`src/hdl/gregorian_date_arithmetic_defines.svh`:
```
// ----------------------------------------------------------------------------
// Gregorian date arithmetic: assertion macros
// Shared property forms for the checks at the end of the top level.
// ----------------------------------------------------------------------------
`ifndef GREGORIAN_DATE_ARITHMETIC_DEFINES_SVH
`define GREGORIAN_DATE_ARITHMETIC_DEFINES_SVH

// Same-cycle implication, disabled while reset is high.
`define GDA_ASSERT_IMP(label, clk, rst, ante, cons, msg) \
   label: assert property (@(posedge clk) disable iff (rst) (ante) |-> (cons)) \
      else $error(msg);

// Next-cycle implication, disabled while reset is high.
`define GDA_ASSERT_NXT(label, clk, rst, ante, cons, msg) \
   label: assert property (@(posedge clk) disable iff (rst) (ante) |=> (cons)) \
      else $error(msg);

`endif

```
`src/hdl/gda_pkg.sv`:
```
// ----------------------------------------------------------------------------
// Gregorian date arithmetic package
// Widths, calendar tables and the year unit's result type.
// ----------------------------------------------------------------------------
package gda_pkg;

   // Internal year width covers every legal MAX_YEAR.
   localparam int YEAR_W = 16;
   // Day serial width: days before year 65536 plus one year fit in 25 bits.
   localparam int SER_W  = 25;
   // Days left inside one year.
   localparam int REM_W  = 9;
   // Quotient of a 16-bit year by 100.
   localparam int QUO_W  = 10;

   localparam int DEFAULT_YEAR = 1999;
   localparam int MONTHS       = 12;
   localparam int FEB_DAYS     = 28;
   localparam int CENTURY      = 100;
   localparam int QUAD_CENTURY = 400;

   // ceil(2^23 / 100): exact year / 100 for every 16-bit year.
   localparam int          RECIP_SHIFT = 23;
   localparam logic [16:0] RECIP_100   = 17'd83887;

   localparam logic [3:0] MONTH_JAN = 4'd1;
   localparam logic [3:0] MONTH_FEB = 4'd2;
   localparam logic [3:0] MONTH_DEC = 4'd12;

   localparam logic [4:0] MONTH_LEN_TBL [16] = '{
      5'd0, 5'd31, 5'(FEB_DAYS), 5'd31, 5'd30, 5'd31, 5'd30, 5'd31,
      5'd31, 5'd30, 5'd31, 5'd30, 5'd31, 5'd0, 5'd0, 5'd0};

   localparam logic [8:0] CUM_DAYS_TBL [16] = '{
      9'd0, 9'd0, 9'd31, 9'd59, 9'd90, 9'd120, 9'd151, 9'd181,
      9'd212, 9'd243, 9'd273, 9'd304, 9'd334, 9'd0, 9'd0, 9'd0};

   // Result of the shared year unit.
   typedef struct packed {
      logic             done;
      logic             leap;
      logic [SER_W-1:0] dby;
   } gda_year_type;

   // Length of a month; zero for a month code outside 1..12.
   function automatic logic [4:0] gda_month_len(input logic [3:0] m, input logic leap);
      logic [4:0] len;
      len = MONTH_LEN_TBL[m];
      if (m == MONTH_FEB && leap) begin
         len = 5'(FEB_DAYS + 1);
      end
      return len;
   endfunction

   // Days in the months before month m of a year.
   function automatic logic [8:0] gda_cum_days(input logic [3:0] m, input logic leap);
      logic [8:0] cum;
      cum = CUM_DAYS_TBL[m];
      if (leap && m > MONTH_FEB) begin
         cum = cum + 9'd1;
      end
      return cum;
   endfunction

   // Elaboration-time count of days in all years before year y.
   function automatic int gda_dby_const(input int y);
      int p;
      p = y - 1;
      return 365 * p + p / 4 - p / CENTURY + p / QUAD_CENTURY;
   endfunction

   // Day serial of the replacement date DEFAULT_YEAR-01-01.
   localparam logic [SER_W-1:0] DEFAULT_SERIAL = SER_W'(gda_dby_const(DEFAULT_YEAR) + 1);

endpackage

```
`src/hdl/gda_year_unit.sv`:
```
// ----------------------------------------------------------------------------
// Gregorian date arithmetic: year unit
// Three-stage pipeline that gives the leap flag of a year and the number of
// days in all years before it.
// ----------------------------------------------------------------------------
module gda_year_unit (
   input  logic                 clock,
   input  logic                 reset,
   input  logic                 go,
   input  logic [15:0]          year,
   output gda_pkg::gda_year_type info
);
   import gda_pkg::*;

   logic                 v1_ff, v2_ff, done_ff;
   logic [YEAR_W-1:0]    y1_ff;
   logic [32:0]          prod_ff;
   logic [QUO_W-1:0]     q;
   logic                 r_zero;
   logic [QUO_W-1:0]     pq_in, pq_ff;
   logic [YEAR_W-1:0]    p_in, p_ff;
   logic [SER_W-1:0]     p365_ff;
   logic                 leap_in, leap_ff, leap_out_ff;
   logic [SER_W-1:0]     dby_in, dby_ff;

   // Stage two: quotient by 100, exact-century test and leap rule.
   always_comb begin
      q       = prod_ff[RECIP_SHIFT +: QUO_W];
      r_zero  = (y1_ff == YEAR_W'(YEAR_W'(q) * YEAR_W'(CENTURY)));
      pq_in   = r_zero ? q - QUO_W'(1) : q;
      p_in    = y1_ff - YEAR_W'(1);
      leap_in = (y1_ff[1:0] == 2'b00) && (!r_zero || q[1:0] == 2'b00);
   end

   // Stage three: 365 p + p/4 - p/100 + p/400.
   always_comb begin
      dby_in = p365_ff + SER_W'(p_ff >> 2) - SER_W'(pq_ff) + SER_W'(pq_ff >> 2);
   end

   // Pipeline valid bits.
   always_ff @(posedge clock) begin
      if (reset) begin
         v1_ff   <= 1'b0;
         v2_ff   <= 1'b0;
         done_ff <= 1'b0;
      end else begin
         v1_ff   <= go;
         v2_ff   <= v1_ff;
         done_ff <= v2_ff;
      end
   end

   // Pipeline data.
   always_ff @(posedge clock) begin
      y1_ff       <= year;
      prod_ff     <= 33'(year) * 33'(RECIP_100);
      pq_ff       <= pq_in;
      p_ff        <= p_in;
      p365_ff     <= SER_W'(p_in) * SER_W'(365);
      leap_ff     <= leap_in;
      leap_out_ff <= leap_ff;
      dby_ff      <= dby_in;
   end

   assign info.done = done_ff;
   assign info.leap = leap_out_ff;
   assign info.dby  = dby_ff;

endmodule

```
`src/hdl/gregorian_date_arithmetic.sv`:
```
// ----------------------------------------------------------------------------
// Gregorian date arithmetic
// Adds a signed day offset to a date, or measures the distance between dates.
// ----------------------------------------------------------------------------
// One item at a time: busy is high from the accepting edge until the result
// strobe, and rsp_valid is high for exactly one cycle with no way to hold it.
// The shared year unit turns a year into a day count. A difference item runs
// both dates through the year unit in turn and then compares the two serials.
// An add item runs the first date through the year unit, clamps the sum, makes
// at most ceil(log2(MAX_YEAR)) year probes, fetches the final year and then
// steps through the months up to the result month.
// The result year is found by a binary search over the years.
// Invalid dates are replaced by 1999-01-01 before use.
// ----------------------------------------------------------------------------
`include "gregorian_date_arithmetic_defines.svh"

module gregorian_date_arithmetic #(
   parameter int MAX_YEAR = 9999
) (
   input  logic               clock,
   input  logic               reset,
   input  logic               start,
   output logic               busy,
   input  logic               req_func,
   input  logic [13:0]        req_first_year,
   input  logic [3:0]         req_first_month,
   input  logic [4:0]         req_first_day,
   input  logic signed [20:0] req_day_offset,
   input  logic [13:0]        req_second_year,
   input  logic [3:0]         req_second_month,
   input  logic [4:0]         req_second_day,
   output logic               rsp_valid,
   output logic [13:0]        rsp_result_year,
   output logic [3:0]         rsp_result_month,
   output logic [4:0]         rsp_result_day,
   output logic [21:0]        rsp_day_count,
   output logic               rsp_first_greater,
   output logic               rsp_dates_equal,
   output logic               rsp_out_of_range
);
   import gda_pkg::*;

   localparam logic [YEAR_W-1:0] MAX_YEAR_W = YEAR_W'(MAX_YEAR);
   localparam logic [SER_W-1:0]  TOP_SERIAL = SER_W'(gda_dby_const(MAX_YEAR + 1));
   localparam logic [21:0]       COUNT_MAX  = '1;

   localparam logic [3:0] ST_IDLE   = 4'd0;
   localparam logic [3:0] ST_VAL1   = 4'd1;
   localparam logic [3:0] ST_VAL2   = 4'd2;
   localparam logic [3:0] ST_CLAMP  = 4'd3;
   localparam logic [3:0] ST_DIFF   = 4'd4;
   localparam logic [3:0] ST_SEARCH = 4'd5;
   localparam logic [3:0] ST_PROBE  = 4'd6;
   localparam logic [3:0] ST_LAST   = 4'd7;
   localparam logic [3:0] ST_MONTH  = 4'd8;

   logic [3:0]          st_in, st_ff;
   logic                func_in, func_ff;
   logic [13:0]         y1_in, y1_ff, y2_in, y2_ff;
   logic [3:0]          m1_in, m1_ff, m2_in, m2_ff;
   logic [4:0]          d1_in, d1_ff, d2_in, d2_ff;
   logic signed [20:0]  off_in, off_ff;
   logic [SER_W-1:0]    s1_in, s1_ff, s2_in, s2_ff, n_in, n_ff;
   logic [YEAR_W-1:0]   lo_in, lo_ff, hi_in, hi_ff, mid;
   logic                leap_in, leap_ff, oor_in, oor_ff;
   logic [REM_W-1:0]    rem_in, rem_ff;
   logic [3:0]          mo_in, mo_ff;
   logic                rsp_valid_in, rsp_valid_ff;
   logic [13:0]         ry_in, ry_ff;
   logic [3:0]          rm_in, rm_ff;
   logic [4:0]          rd_in, rd_ff;
   logic [21:0]         cnt_in, cnt_ff;
   logic                gt_in, gt_ff, eq_in, eq_ff, roor_in, roor_ff;
   logic                unit_go;
   logic [YEAR_W-1:0]   unit_year;
   gda_year_type        yr;
   logic signed [25:0]  sum_s;
   logic [SER_W-1:0]    diff;
   logic [4:0]          len;
   logic                rsp_is_add, rsp_add_ok, rsp_flags_ok;

   // Day serial of a date once its year is known, or of 1999-01-01 if invalid.
   function automatic logic [SER_W-1:0] date_serial(input logic [13:0] y,
                                                    input logic [3:0] m,
                                                    input logic [4:0] d,
                                                    input gda_year_type info);
      logic ok;
      ok = (y != 14'd0) && (YEAR_W'(y) <= MAX_YEAR_W) &&
           (m >= MONTH_JAN) && (m <= MONTH_DEC) &&
           (d != 5'd0) && (d <= gda_month_len(m, info.leap));
      return ok ? info.dby + SER_W'(gda_cum_days(m, info.leap)) + SER_W'(d)
                : DEFAULT_SERIAL;
   endfunction

   // Shared year-to-day-count unit.
   gda_year_unit u_year (
      .clock (clock),
      .reset (reset),
      .go    (unit_go),
      .year  (unit_year),
      .info  (yr)
   );

   // Sequencer and datapath next values.
   always_comb begin
      st_in        = st_ff;
      func_in      = func_ff;
      y1_in        = y1_ff;
      m1_in        = m1_ff;
      d1_in        = d1_ff;
      off_in       = off_ff;
      y2_in        = y2_ff;
      m2_in        = m2_ff;
      d2_in        = d2_ff;
      s1_in        = s1_ff;
      s2_in        = s2_ff;
      n_in         = n_ff;
      lo_in        = lo_ff;
      hi_in        = hi_ff;
      leap_in      = leap_ff;
      oor_in       = oor_ff;
      rem_in       = rem_ff;
      mo_in        = mo_ff;
      rsp_valid_in = 1'b0;
      ry_in        = ry_ff;
      rm_in        = rm_ff;
      rd_in        = rd_ff;
      cnt_in       = cnt_ff;
      gt_in        = gt_ff;
      eq_in        = eq_ff;
      roor_in      = roor_ff;
      unit_go      = 1'b0;
      unit_year    = lo_ff;
      mid          = YEAR_W'(((YEAR_W+1)'(lo_ff) + (YEAR_W+1)'(hi_ff) + (YEAR_W+1)'(1)) >> 1);
      sum_s        = signed'({1'b0, s1_ff}) + 26'(off_ff);
      diff         = (s1_ff > s2_ff) ? s1_ff - s2_ff : s2_ff - s1_ff;
      len          = gda_month_len(mo_ff, leap_ff);

      unique case (st_ff)
         ST_IDLE: begin
            if (start) begin
               func_in   = req_func;
               y1_in     = req_first_year;
               m1_in     = req_first_month;
               d1_in     = req_first_day;
               off_in    = req_day_offset;
               y2_in     = req_second_year;
               m2_in     = req_second_month;
               d2_in     = req_second_day;
               oor_in    = 1'b0;
               unit_go   = 1'b1;
               unit_year = YEAR_W'(req_first_year);
               st_in     = ST_VAL1;
            end
         end
         ST_VAL1: begin
            if (yr.done) begin
               s1_in = date_serial(y1_ff, m1_ff, d1_ff, yr);
               if (func_ff) begin
                  unit_go   = 1'b1;
                  unit_year = YEAR_W'(y2_ff);
                  st_in     = ST_VAL2;
               end else begin
                  st_in = ST_CLAMP;
               end
            end
         end
         ST_VAL2: begin
            if (yr.done) begin
               s2_in = date_serial(y2_ff, m2_ff, d2_ff, yr);
               st_in = ST_DIFF;
            end
         end
         ST_DIFF: begin
            // Distance with saturation, plus the order flags.
            ry_in        = '0;
            rm_in        = '0;
            rd_in        = '0;
            gt_in        = s1_ff > s2_ff;
            eq_in        = s1_ff == s2_ff;
            roor_in      = diff > SER_W'(COUNT_MAX);
            cnt_in       = roor_in ? COUNT_MAX : diff[21:0];
            rsp_valid_in = 1'b1;
            st_in        = ST_IDLE;
         end
         ST_CLAMP: begin
            // Sum serial, held inside the first day through MAX_YEAR-12-31.
            if (sum_s < 26'sd1) begin
               n_in   = SER_W'(1);
               oor_in = 1'b1;
            end else if (sum_s > signed'({1'b0, TOP_SERIAL})) begin
               n_in   = TOP_SERIAL;
               oor_in = 1'b1;
            end else begin
               n_in = sum_s[SER_W-1:0];
            end
            lo_in = YEAR_W'(1);
            hi_in = MAX_YEAR_W;
            st_in = ST_SEARCH;
         end
         ST_SEARCH: begin
            // Probe the midpoint, or fetch the final year once the range closes.
            unit_go = 1'b1;
            if (lo_ff < hi_ff) begin
               unit_year = mid;
               st_in     = ST_PROBE;
            end else begin
               unit_year = lo_ff;
               st_in     = ST_LAST;
            end
         end
         ST_PROBE: begin
            if (yr.done) begin
               if (yr.dby < n_ff) begin
                  lo_in = mid;
               end else begin
                  hi_in = mid - YEAR_W'(1);
               end
               st_in = ST_SEARCH;
            end
         end
         ST_LAST: begin
            if (yr.done) begin
               rem_in  = REM_W'(n_ff - yr.dby);
               leap_in = yr.leap;
               mo_in   = MONTH_JAN;
               st_in   = ST_MONTH;
            end
         end
         ST_MONTH: begin
            // One month per cycle until the remaining days fit.
            if (mo_ff < MONTH_DEC && rem_ff > REM_W'(len)) begin
               rem_in = rem_ff - REM_W'(len);
               mo_in  = mo_ff + 4'd1;
            end else begin
               ry_in        = lo_ff[13:0];
               rm_in        = mo_ff;
               rd_in        = rem_ff[4:0];
               cnt_in       = '0;
               gt_in        = 1'b0;
               eq_in        = 1'b0;
               roor_in      = oor_ff;
               rsp_valid_in = 1'b1;
               st_in        = ST_IDLE;
            end
         end
         default: begin
            st_in = ST_IDLE;
         end
      endcase
   end

   // Control registers.
   always_ff @(posedge clock) begin
      if (reset) begin
         st_ff        <= ST_IDLE;
         rsp_valid_ff <= 1'b0;
      end else begin
         st_ff        <= st_in;
         rsp_valid_ff <= rsp_valid_in;
      end
   end

   // Payload and work registers.
   always_ff @(posedge clock) begin
      func_ff <= func_in;
      y1_ff   <= y1_in;
      m1_ff   <= m1_in;
      d1_ff   <= d1_in;
      off_ff  <= off_in;
      y2_ff   <= y2_in;
      m2_ff   <= m2_in;
      d2_ff   <= d2_in;
      s1_ff   <= s1_in;
      s2_ff   <= s2_in;
      n_ff    <= n_in;
      lo_ff   <= lo_in;
      hi_ff   <= hi_in;
      leap_ff <= leap_in;
      oor_ff  <= oor_in;
      rem_ff  <= rem_in;
      mo_ff   <= mo_in;
      ry_ff   <= ry_in;
      rm_ff   <= rm_in;
      rd_ff   <= rd_in;
      cnt_ff  <= cnt_in;
      gt_ff   <= gt_in;
      eq_ff   <= eq_in;
      roor_ff <= roor_in;
   end

   assign busy              = (st_ff != ST_IDLE);
   assign rsp_valid         = rsp_valid_ff;
   assign rsp_result_year   = ry_ff;
   assign rsp_result_month  = rm_ff;
   assign rsp_result_day    = rd_ff;
   assign rsp_day_count     = cnt_ff;
   assign rsp_first_greater = gt_ff;
   assign rsp_dates_equal   = eq_ff;
   assign rsp_out_of_range  = roor_ff;

   // Shape of a result item, as seen by the checks below.
   assign rsp_is_add   = rsp_valid && (rsp_result_month != 4'd0);
   assign rsp_add_ok   = (rsp_result_month <= MONTH_DEC) && (rsp_result_day != 5'd0) &&
                         (rsp_day_count == 22'd0) && !rsp_dates_equal;
   assign rsp_flags_ok = !(rsp_first_greater && rsp_dates_equal);

   // Checks on sequencing and result consistency.
   `GDA_ASSERT_IMP(a_rsp_when_idle, clock, reset, rsp_valid, !busy, "result strobe while busy")
   `GDA_ASSERT_NXT(a_accept_busy, clock, reset, start && !busy, busy, "accepted item not busy")
   `GDA_ASSERT_IMP(a_flags_excl, clock, reset, rsp_valid, rsp_flags_ok, "greater and equal set")
   `GDA_ASSERT_IMP(a_add_date, clock, reset, rsp_is_add, rsp_add_ok, "malformed sum date")

endmodule
```
`config.mk`:
```
export PLATFORM = sky130hd
export DESIGN_NAME = gregorian_date_arithmetic
export DESIGN_NICKNAME = d
export VERILOG_FILES = /design/src/hdl/gda_pkg.sv /design/src/hdl/gda_year_unit.sv /design/src/hdl/gregorian_date_arithmetic.sv
export VERILOG_INCLUDE_DIRS = /design/src /design/src/hdl
export SDC_FILE = /design/constraint.sdc
export NUM_CORES = 1
export LEC_CHECK = 0
export BUFFER_PORTS_ARGS = -buffer_cell sky130_fd_sc_hd__buf_2
export CAP_MARGIN = 20
export CORE_MARGIN = 1
export CORE_UTILIZATION = 50
export DETAILED_ROUTE_END_ITERATION = 10
export PLACE_DENSITY = 0.76
export SLEW_MARGIN = 15
export SYNTH_ARGS = -nofsm -noshare
export SYNTH_HDL_FRONTEND = slang
export SYNTH_SLANG_ARGS = --single-unit
```
`constraint.sdc`:
```
create_clock -name clock -period 8.5 [get_ports clock]
set_input_delay 0.85 -clock clock [delete_from_list [all_inputs] [get_ports clock]]
set_output_delay 0.85 -clock clock [all_outputs]
set_load 0.1 [all_outputs]
```
After elaboration in Yosys (flattened, before gate mapping)
Memories as Yosys holds them, arrays and structs flattened.
Cells that the tools add are included.
- bitwise gates (word level): 3
- multiplexer cells: 76
- reductions and logical operators: 42
- add/sub/neg operators: 20
- $lt $le $gt $ge: 21
- eq/ne operators: 23
- multiply operators: 3
- operators by type and width (kind ; number):
    2-to-1 mux 16 bit ; 8
    2-to-1 mux 9 bit ; 12
    2-to-1 mux 5 bit ; 14
    2-to-1 mux 22 bit ; 3
    one-hot mux 16 bit (2 select lines) ; 2
    adder 25 x 5 -> 25 bit ; 2
    adder 25 x 9 -> 25 bit ; 2
    subtractor 25 bit ; 2
    one-hot mux 16 bit (3 select lines) ; 1
    one-hot mux 22 bit (2 select lines) ; 1
    2-to-1 mux 4 bit ; 9
    multiplier 16 x 17 -> 33 bit, second input constant ; 1
    one-hot mux 4 bit (8 select lines) ; 1
    subtractor 16 x 1 -> 16 bit, second input constant ; 2
    less-or-equal comparator 14 bit, second input constant ; 2
    one-hot mux 14 bit (2 select lines) ; 1
    nonzero test 14 bit ; 2
    adder 26 x 21 -> 26 bit ; 1
    > comparator 26 x 23 -> 1 bit, second input constant ; 1
    < comparator 26 x 2 -> 1 bit, second input constant ; 1
    adder 25 x 14 -> 25 bit ; 1
    adder 25 x 8 -> 25 bit ; 1
    == test 25 bit ; 1
    > comparator 25 x 22 -> 1 bit, second input constant ; 1
    other kinds (50) ; 116
- logic and storage cells: 231
- memories: 5
- register bits after elaboration: 373
- bits of input ports: 71
- output and inout port bits: 50
- ROM bits: 528
- memory list (name ; words ; width ; rd ports ; clocked after Yosys merged registers in ; write ports ; line ; source):
    (name not given) ; 16 ; 9 ; 1 ; 0 ; 0 ; gda_pkg.sv:58 ; cum = CUM_DAYS_TBL[m];
    (name not given) ; 16 ; 9 ; 1 ; 0 ; 0 ; gda_pkg.sv:58 ;
    (name not given) ; 16 ; 5 ; 1 ; 0 ; 0 ; gda_pkg.sv:48 ; len = MONTH_LEN_TBL[m];
    (name not given) ; 16 ; 5 ; 1 ; 0 ; 0 ; gda_pkg.sv:48 ;
    (name not given) ; 16 ; 5 ; 1 ; 0 ; 0 ; gda_pkg.sv:48 ;

Depth between registers and ports, before layout
Gate-level depths: netlist (run 1).
- depth after elaboration: 10
- gate-level depth with buffers: 35
- depth with buffers taken out: 35

Hierarchy
From an unflattened synthesis (run 1), not the netlist that was laid out.
- cells, all modules: 3376
- area, all modules: 32144.6 sq um
- modules (own cells, without submodules) (module ; cells an instance ; times used ; area each (sq um)):
    gregorian_date_arithmetic ; 2016 ; 1 ; 19087.1
    gda_year_unit ; 1360 ; 1 ; 13057.5

Least setup slack after synthesis (run 1)
OpenSTA, ideal clock, no wires.
- path type: input -> register
- from: input start
- to: register u_year.prod_ff[29]
- data arrival time: 9.236 ns
- path slack: -0.832 ns
- cell stages on the path: 27
- path buffers: 2
- setup time: 0.095 ns
- cells stage by stage: and3_1 -> clkbuf_1 -> clkbuf_1 -> a221oi_1 -> o21ai_0 -> nor2_1 -> o21ai_0 -> fa_1 -> inv_1 -> fa_1 -> inv_1 -> fa_1 -> fa_1 -> fa_1 -> fa_1 -> ha_1 -> a21oi_1 -> nor2_1 -> nor2_1 -> o311ai_0 -> a21o_1 -> a21o_1 -> a21o_1 -> a21o_1 -> a41o_1 -> a2111o_1 -> o311ai_1
- word-level cells in the longest chain between the ends: 3
- ends and longest elaborated chain (element ; line ; source):
    start: declaration ; gregorian_date_arithmetic.sv:22 ; input logic start,
    2-to-1 mux 16 bit ; gregorian_date_arithmetic.sv:141 ; if (start) begin
    one-hot mux 16 bit (3 select lines) ; gregorian_date_arithmetic.sv:139 ; unique case (st_ff)
    via u_year.year[7] ; gda_year_unit.sv:10 ; input logic [15:0] year,
    multiplier 16 x 17 -> 33 bit ; gda_year_unit.sv:56 ; prod_ff <= 33'(year) * 33'(RECIP_100);
    end signal: assignment ; gda_year_unit.sv:56 ;
    end: declaration ; gda_year_unit.sv:17 ; logic [32:0] prod_ff;
The timed path passes the listed nets, and every way through them passes these cells.
A chain may end at the register's enable or synchronous reset.

Final worst setup path (run 1)
- from: register hi_ff[0]
- to: register u_year.prod_ff[29]
- word-level cells in the longest chain between the ends: 5
- elaborated cells on any way between the ends: 6
- ends and longest elaborated chain (element ; line ; source):
    start: declaration ; gregorian_date_arithmetic.sv:64 ; logic [YEAR_W-1:0] lo_in, lo_ff, hi_in, hi_ff, mid;
    start signal: assignment ; gregorian_date_arithmetic.sv:278 ; hi_ff <= hi_in;
    adder 16 x 16 -> 17 bit ; gregorian_date_arithmetic.sv:134 ; mid = YEAR_W'(((YEAR_W+1)'(lo_ff) + (YEAR_W+1)'(hi_ff) + (YEAR_W+1)'(1)) >> 1);
    adder 17 x 1 -> 17 bit ; gregorian_date_arithmetic.sv:134 ;
    2-to-1 mux 16 bit * ; gregorian_date_arithmetic.sv:204 ; if (lo_ff < hi_ff) begin
    one-hot mux 16 bit (3 select lines) * ; gregorian_date_arithmetic.sv:139 ;
    multiplier 16 x 17 -> 33 bit * ; gda_year_unit.sv:56 ;
Every way passes the cells marked *; elsewhere a longest branch is shown, timed or not.

==> results of run 1 <==
synth_stat cells (all sizes together) (13+ instances only):
master and count:
inv 579, ha 476, edfxtp 238, nor2 209, a21oi 205, fa 193
nand2 145, xnor2 142, o21ai 122, dfxtp 110, a21o 71, nor3 71
xor2 65, clkbuf 52, nand3 51, nor2b 38, nand2b 34, o21a 34
and3 33, mux2i 31, nand4 30, o21bai 30, nor4 26, a211oi 21
a31oi 20, and2 20, or3 20, buf 17, o31ai 17, or2 16
a221oi 14, a21boi 13
per-stage QoR:
stage,util (%),std cells
final,56.6,4304
after global routing,56.6,4304
after global placement,54.0,4224
after detailed placement,54.0,4225
after CTS,56.2,4300
after floorplan,-,3266
final timing paths:
check	start	to	slack, ns	cells past startpoint
setup / recovery	hi_ff[0]$_SDFFCE_PP1P_	u_year.prod_ff[29]$_DFF_P_	0.23	33
hold / removal	u_year.leap_ff$_DFF_P_	u_year.leap_out_ff$_DFF_P_	0.33	0
hold reg to reg	u_year.leap_ff$_DFF_P_	u_year.leap_out_ff$_DFF_P_	0.33	0
setup reg to reg	hi_ff[0]$_SDFFCE_PP1P_	u_year.prod_ff[29]$_DFF_P_	0.23	33
state kept, by name, indices dropped and copies added, names as in the netlist, 5 cells and up:
signal and cells:
u_year.p_ff 16, d1_ff 5, rsp_day_count 22, hi_ff 16, u_year.dby_ff 25, u_year.p365_ff 23, s2_ff 25, u_year.prod_ff 10
rem_ff 9, rsp_result_day 5, off_ff 21, lo_ff 16, s1_ff 25, d2_ff 5, y2_ff 14, n_ff 25
u_year.y1_ff 16, y1_ff 14, u_year.pq_ff 10, rsp_result_year 14
cells in the final DEF, fill, tap and decap left out, types with 73 or more instances in the layout:
cell type / instances
inv_1: 576
ha_1: 473
edfxtp_1: 238
nor2_1: 208
fa_1: 186
a21oi_1: 167
nand2_1: 144
xnor2_1: 140
buf_2: 120
dfxtp_1: 110
o21ai_0: 103
buf_4: 73
routing by layer:
| metal | vias up | track usage, % | wire length, microns |
|---|---|---|---|
| met2 | 564 | 41.0 | 37000 |
| met5 | - | 0 | 0 |
| met3 | 146 | 2.85 | 3420 |
| li1 | 11464 | - | - |
| met1 | 11286 | 28.9 | 31400 |
| met4 | 0 | 7.95 | 2410 |
cells by family after synthesis:
kind of cell / after synthesis / synth area share [%]
AOI/OAI and AO/OA: 627 / 13.1
muxes: 39 / 1.36
buffers and inverters: 648 / 7.88
xor gates and xnor gates: 207 / 5.72
other: 1 / 0.0118
DFF: 348 / 29.5
and+or+nand+nor: 725 / 11.4
adders and majority gates: 669 / 31.0
critical path: cells and delay by family (launching register included):
kind	cells	cell delay, ns
fa+ha+maj	8	3.73
compound gates	15	2.74
simple gates	7	0.93
flops	1	0.37
buf+inv	2	0.20
xor+xnor	1	0.18
final cells by class:
type / instances / share of cell area (%)
flip-flops and latches: 348 / 26.6
repair buffers: 195 / 3.33
well taps: 837 / 2.98
clock inverters: 24 / 0.708
clock buffers: 51 / 3.17
multi-input cells: 2270 / 57.0
inverters: 579 / 6.18
what timing repair did:
item,in CTS,in global routing
pin swaps,0,25
resized for setup,5,49
setup endpoints to repair,4,6
setup buffers,0,3
cloned,0,0
==> flow_summary.yaml, run 1 <==
status:
  status: "finished, final reports clean"
drt:
  drc: 0
  via_count: 23460
  detail-route-antenna-nets: 0
  drtPass1Iterations: 7
  finalWirelength_microns: 74200
  viasPerCell: 5.45
  wl_per_cell_microns: 17.2
  drt_iter0_drc: 1730
floorplanning:
  chipWidth_microns: 254
  die_y_microns: 254
  ios: 121
  die_area_sq_um: 64400
  core_sq_um: 62200
  rows: 91
  initial_core_util_pct: 50.9
logic_synthesis:
  ys_types: 91
  yosysTopAreaCellShare_pct: 22.6
  synth_enable_flop_cells: 238
  synth_top_cell_by_area: "edfxtp_1"
  syn_inst: 3264
  synthTopCellsByArea: "edfxtp_1 (23%), ha_1 (19%), fa_1 (12%)"
  async_flop_share_pct: 0
  avgSynthCellArea_sq_um: 9.70
  syn-cell-area_sq_um: 31700
  ys_seq_elements: 348
  ys_warn_count: 0
  synthFlopType: "edfxtp_1"
  ys_seq_area_share_pct: 29.5
clock_network:
  cts.sinks: 348
  cts_tree: "yes"
  numCtsBuffers: 41
  htree_levels: 2
  clk_path_buf_depth: 3
  cts_root_buf: "clkbuf_16"
  clk_pin_slew_ns: 0.06
  ctsHoldBuffers: 0
  insertion_delay_ns: 0.58
setup_path:
  cp.arrival_ns: 8.74
  cp-start-kind: "flop"
  worstSetupPathType: "reg2reg"
  worstPathRequired_ns: 8.97
  end_kind: "flop"
  max_stage_delay_ns: 0.60
  crit_fanout: 5
  cpMaxStageDelayCell: "fa_2"
timing:
  period_share_pct: 97.2
  finalHoldViolations: 0
  finalCriticalPeriod_ns: 8.27
  finalMaxSlewViolations: 0
  fin_setup_tns_ns: 0
  hold_slack_ns: 0.325
  slew_headroom_pct: 30.4
  fin_ws_ns: 0.234
  fin_worst_skew_ns: 0.0272
  worstMarginPinSlew_ns: 1.04
  setup_viol: 0
  timing.fmax_mhz: 121
finish:
  fin_area_sq_um: 35200
  multi_input_area_sq_um: 20100
  num-nets-final: 4175
  antennaDiodeCount: 0
  ff_latch_area_sq_um: 9350
  synthToLayoutAreaGrowth_pct: 11.0
  nFillCells: 5332
  drive_above_1_share_pct: 11.0
global_routing:
  grt_pass1_wl_microns: 118000
  grt_overflow: 0
  grt_pass1_vias: 23326
  grt_antenna_before_repair: 0
  grt_usage_pct: 23.1
  grt_max_degree: 68
hold_path:
  hold_class: "reg2reg"
placed_design:
  portBuffers: 120
  dp_slack_ns: -0.0679
  placed_cell_area_sq_um: 33600
  hpwl_microns: 60300
  gp_congestion: 0.932
run:
  maxCapViolCount: 0
Power of run 1 is not shown: default switching activity piles up to over one toggle a cycle in this logic, so the estimate is an artifact.
==> inputs of run 2 (changes only) <==
Settings changed: CORE_MARGIN 1 to 3, CTS_CLUSTER_DIAMETER set to 60.
==> flow_summary.yaml, run 2 (synthesis gave the netlist of run 1 again) <==
floorplanning:
  die_y_microns: 258
  core_sq_um: 62200
  rows: 91
  die_area_sq_um: 66400
  initial_core_util_pct: 50.9
  chipWidth_microns: 258
  ios: 121
global_routing:
  grt_pass1_vias: 23452
  grt_antenna_before_repair: 1
  grt_max_degree: 35
  grt_pass1_wl_microns: 120000
  grt_overflow: 0
  grt_usage_pct: 22.4
clock_network:
  insertion_delay_ns: 0.58
  cts_tree: "yes"
  htree_levels: 2
  numCtsBuffers: 46
  cts_root_buf: "clkbuf_16"
  clk_path_buf_depth: 3
  cts.sinks: 348
  ctsHoldBuffers: 0
  clk_pin_slew_ns: 0.06
drt:
  drc: 0
  drt-met1-wl_microns: 31900
  wl_met2_microns: 37200
  drt_iter0_drc: 1549
  highest_layer: "met4"
  via_count: 23477
  met3_length_microns: 3600
  detail-route-antenna-nets: 0
  wl_per_cell_microns: 17.4
  viasPerCell: 5.44
  finalWirelength_microns: 75100
  drtPass1Iterations: 7
placed_design:
  hpwl_microns: 61100
  gp_congestion: 0.924
  portBuffers: 120
run:
  maxCapViolCount: 0
setup_path:
  cp-start-kind: "flop"
  end_kind: "flop"
  crit_fanout: 5
  cp.arrival_ns: 8.70
  cpMaxStageDelayCell: "fa_1"
  max_stage_delay_ns: 0.55
  cpMostUsedCell: "inv_1"
  worstSetupPathType: "reg2reg"
  rrSetupSlack_ns: 0.26
  worstPathRequired_ns: 8.97
timing:
  slew_headroom_pct: 29.4
  timing.fmax_mhz: 121
  hold_slack_ns: 0.339
  period_share_pct: 96.9
  finalHoldViolations: 0
  finalMaxSlewViolations: 0
  fin_worst_skew_ns: 0.0310
  setup_viol: 0
  worstMarginPinSlew_ns: 1.06
  finalCriticalPeriod_ns: 8.24
finish:
  synthToLayoutAreaGrowth_pct: 11.5
  num-nets-final: 4182
  antennaDiodeCount: 0
  layout_common_cells: "inv_1 (577), ha_1 (474), edfxtp_1 (238)"
  layout_commonest_cell: "inv_1"
  drive_above_1_share_pct: 11.2
  nFillCells: 5348
hold_path:
  hold_class: "reg2reg"
status:
  status: "finished, final reports clean"
==> run 2: changes by cell type in the layout (fill, tap and decap cells not counted), moves of 3 or more <==
cell	change
buf_4	+3
clkbuf_16	+5
clkinv_2	+3
clkinv_4	-3
clkinvlp_4	-3
inv_6	+4
inv_8	+6
==> run 2: worst paths after layout <==
| check | startpoint | end | cells past startpoint |
|---|---|---|---|
| worst max-delay path | hi_ff[2]$_SDFFCE_PP1P_ | u_year.prod_ff[29]$_DFF_P_ | 34 |
| worst min-delay path | u_year.leap_ff$_DFF_P_ | u_year.leap_out_ff$_DFF_P_ | 0 |
| worst max register to register | hi_ff[2]$_SDFFCE_PP1P_ | u_year.prod_ff[29]$_DFF_P_ | 34 |
| worst min register to register | u_year.leap_ff$_DFF_P_ | u_year.leap_out_ff$_DFF_P_ | 0 |
==> run 2: through the flow <==
step | instances | cell area [sq um] | setup slack [ns] | setup TNS, ns | utilization, %
after floorplan | 3266 | 31700 | 0.298 | 0 | -
after global placement | 4221 | 33600 | 0.0224 | 0 | 54.0
after detailed placement | 4222 | 33600 | -0.0442 | -0.0853 | 54.0
after CTS | 4307 | 35100 | 0.0233 | 0 | 56.5
after global routing | 4316 | 35300 | -0.0982 | -0.119 | 56.8
final | 4316 | 35300 | 0.265 | 0 | 56.8
==> run 2: timing repair <==
action	4_1_cts	5_1_grt
endpoints found under the hold margin	0	0
resized for setup	1	48
setup buffers	0	8
pin swaps	0	16
endpoints found under the setup margin	2	6
==> run 2: layer usage <==
layer / global-route usage [%] / vias up
met5: 0 / -
met4: 7.03 / 0
met3: 2.79 / 128
met2: 39.5 / 612
met1: 28.6 / 11225
li1: - / 11512
==> run 2: cell type report <==
class	instances	area [sq um]	share of cell area, %
sequential	348	9350	26.5
tap	837	1050	2.97
inverter	579	2170	6.15
clock inverter	31	327	0.925
clock buffer	54	1220	3.46
multi-input combinational	2270	20000	56.7
timing repair buffer	197	1180	3.35
==> run 2: critical path, delay by kind of cell (launching register included) <==
kind / cells / cell delay, ns
compound gates: 14 / 3.04
flops: 1 / 0.39
buf+inv: 8 / 0.80
fa+ha+maj: 8 / 3.31
simple gates: 4 / 0.58
Power of run 2 is left out for the same reason.
==> inputs of run 3 (changes only) <==
Settings changed: BUFFER_PORTS_ARGS -buffer_cell sky130_fd_sc_hd__buf_2 to unset, DONT_BUFFER_PORTS set to 1, PLACE_DENSITY 0.76 to 0.75.
==> flow_summary.yaml, run 3 (synthesis gave the netlist of run 1 again) <==
status:
  status: "finished, final reports clean"
global_routing:
  grt_antenna_before_repair: 4
  grt_overflow: 0
  grt_pass1_vias: 23137
  grt_max_degree: 62
  grt_pass1_wl_microns: 119000
  grt_usage_pct: 22.1
drt:
  drc: 0
  wl_per_cell_microns: 17.6
  finalWirelength_microns: 74000
  drtPass1Iterations: 5
  detail-route-antenna-nets: 0
  drt_iter0_drc: 1549
  viasPerCell: 5.52
  via_count: 23162
finish:
  drive_above_1_share_pct: 8.17
  num-nets-final: 4058
  layout_common_cells: "inv_1 (577), ha_1 (473), edfxtp_1 (238)"
  synthToLayoutAreaGrowth_pct: 9.68
  fin_area_sq_um: 34700
  layout_commonest_cell: "inv_1"
floorplanning:
  initial_core_util_pct: 50.9
  rows: 91
  die_y_microns: 258
  die_area_sq_um: 66400
  chipWidth_microns: 258
  core_sq_um: 62200
  ios: 121
clock_network:
  cts_tree: "yes"
  clk_pin_slew_ns: 0.06
  htree_levels: 2
  cts_root_buf: "clkbuf_16"
  numCtsBuffers: 44
  insertion_delay_ns: 0.58
  cts.sinks: 348
  clk_path_buf_depth: 3
setup_path:
  cp-start-kind: "flop"
  worstSetupPathType: "reg2reg"
  crit_family: "adder cells"
  max_stage_delay_ns: 0.60
  crit_fanout: 6
  rrSetupSlack_ns: 0.32
  cp.arrival_ns: 8.63
  cpMaxStageDelayCell: "fa_1"
  end_kind: "flop"
  crit_buf_inv: 3
  cpMostUsedCell: "fa_1"
  worstPathRequired_ns: 8.96
timing:
  hold_slack_ns: 0.334
  slew_headroom_pct: 31.4
  finalHoldViolations: 0
  fin_worst_skew_ns: 0.0295
  finalCriticalPeriod_ns: 8.18
  worstMarginPinSlew_ns: 1.02
  setup_viol: 0
  finalMaxSlewViolations: 0
  timing.fmax_mhz: 122
  period_share_pct: 96.2
placed_design:
  placed_cell_area_sq_um: 32900
  gp_congestion: 0.905
  portBuffers: 0
  hpwl_microns: 60200
run:
  maxCapViolCount: 0
hold_path:
  hold_class: "reg2reg"
run 3: layer usage:
metal / vias to the layer above / track usage (%) / wire (microns)
met5: - / 0 / 0
met1: 11097 / 27.6 / 30700
met4: 0 / 7.38 / 2650
li1: 11272 / - / -
met2: 620 / 39.5 / 36900
met3: 173 / 2.87 / 3750
run 3: worst paths after layout:
check,startpoint,end,cells after the start
hold / removal,u_year.leap_ff$_DFF_P_,u_year.leap_out_ff$_DFF_P_,0
hold reg to reg,u_year.leap_ff$_DFF_P_,u_year.leap_out_ff$_DFF_P_,0
setup / recovery,hi_ff[0]$_SDFFCE_PP1P_,u_year.prod_ff[29]$_DFF_P_,32
setup reg to reg,hi_ff[0]$_SDFFCE_PP1P_,u_year.prod_ff[29]$_DFF_P_,32
run 3: repair_timing:
item	4_1_cts	5_1_grt
buffers inserted	0	11
setup endpoints to repair	5	6
resized for setup	5	62
hold buffers	0	0
pin swaps	0	43
run 3: worst reg2reg max path: cells and delay by family (launching register included):
kind | cells | cell delay, ns
compound gates | 18 | 3.06
simple gates | 3 | 0.60
buf+inv | 3 | 0.26
flops | 1 | 0.38
fa+ha+maj | 8 | 3.76
run 3: per-stage QoR:
step | setup TNS, ns | utilization (%) | setup slack, ns | instances
after floorplan | 0 | - | 0.298 | 3266
after global placement | 0 | 52.9 | 0.0314 | 4095
after detailed placement | -0.0375 | 53.0 | -0.0375 | 4097
after CTS | 0 | 55.3 | 0.00468 | 4178
after global routing | -0.00778 | 55.9 | -0.00778 | 4190
final | 0 | 55.9 | 0.324 | 4194
run 3: area by class of cell:
type / instances / area, sq um
sequential: 348 / 9350
tap: 837 / 1050
clock buffer: 60 / 1250
timing repair buffer: 75 / 563
clock inverter: 21 / 229
inverter: 579 / 2170
multi-input combinational: 2270 / 20100
fill: 5318 / 27400
antenna: 4 / 10.0
Power of run 3 is left out for the same reason.
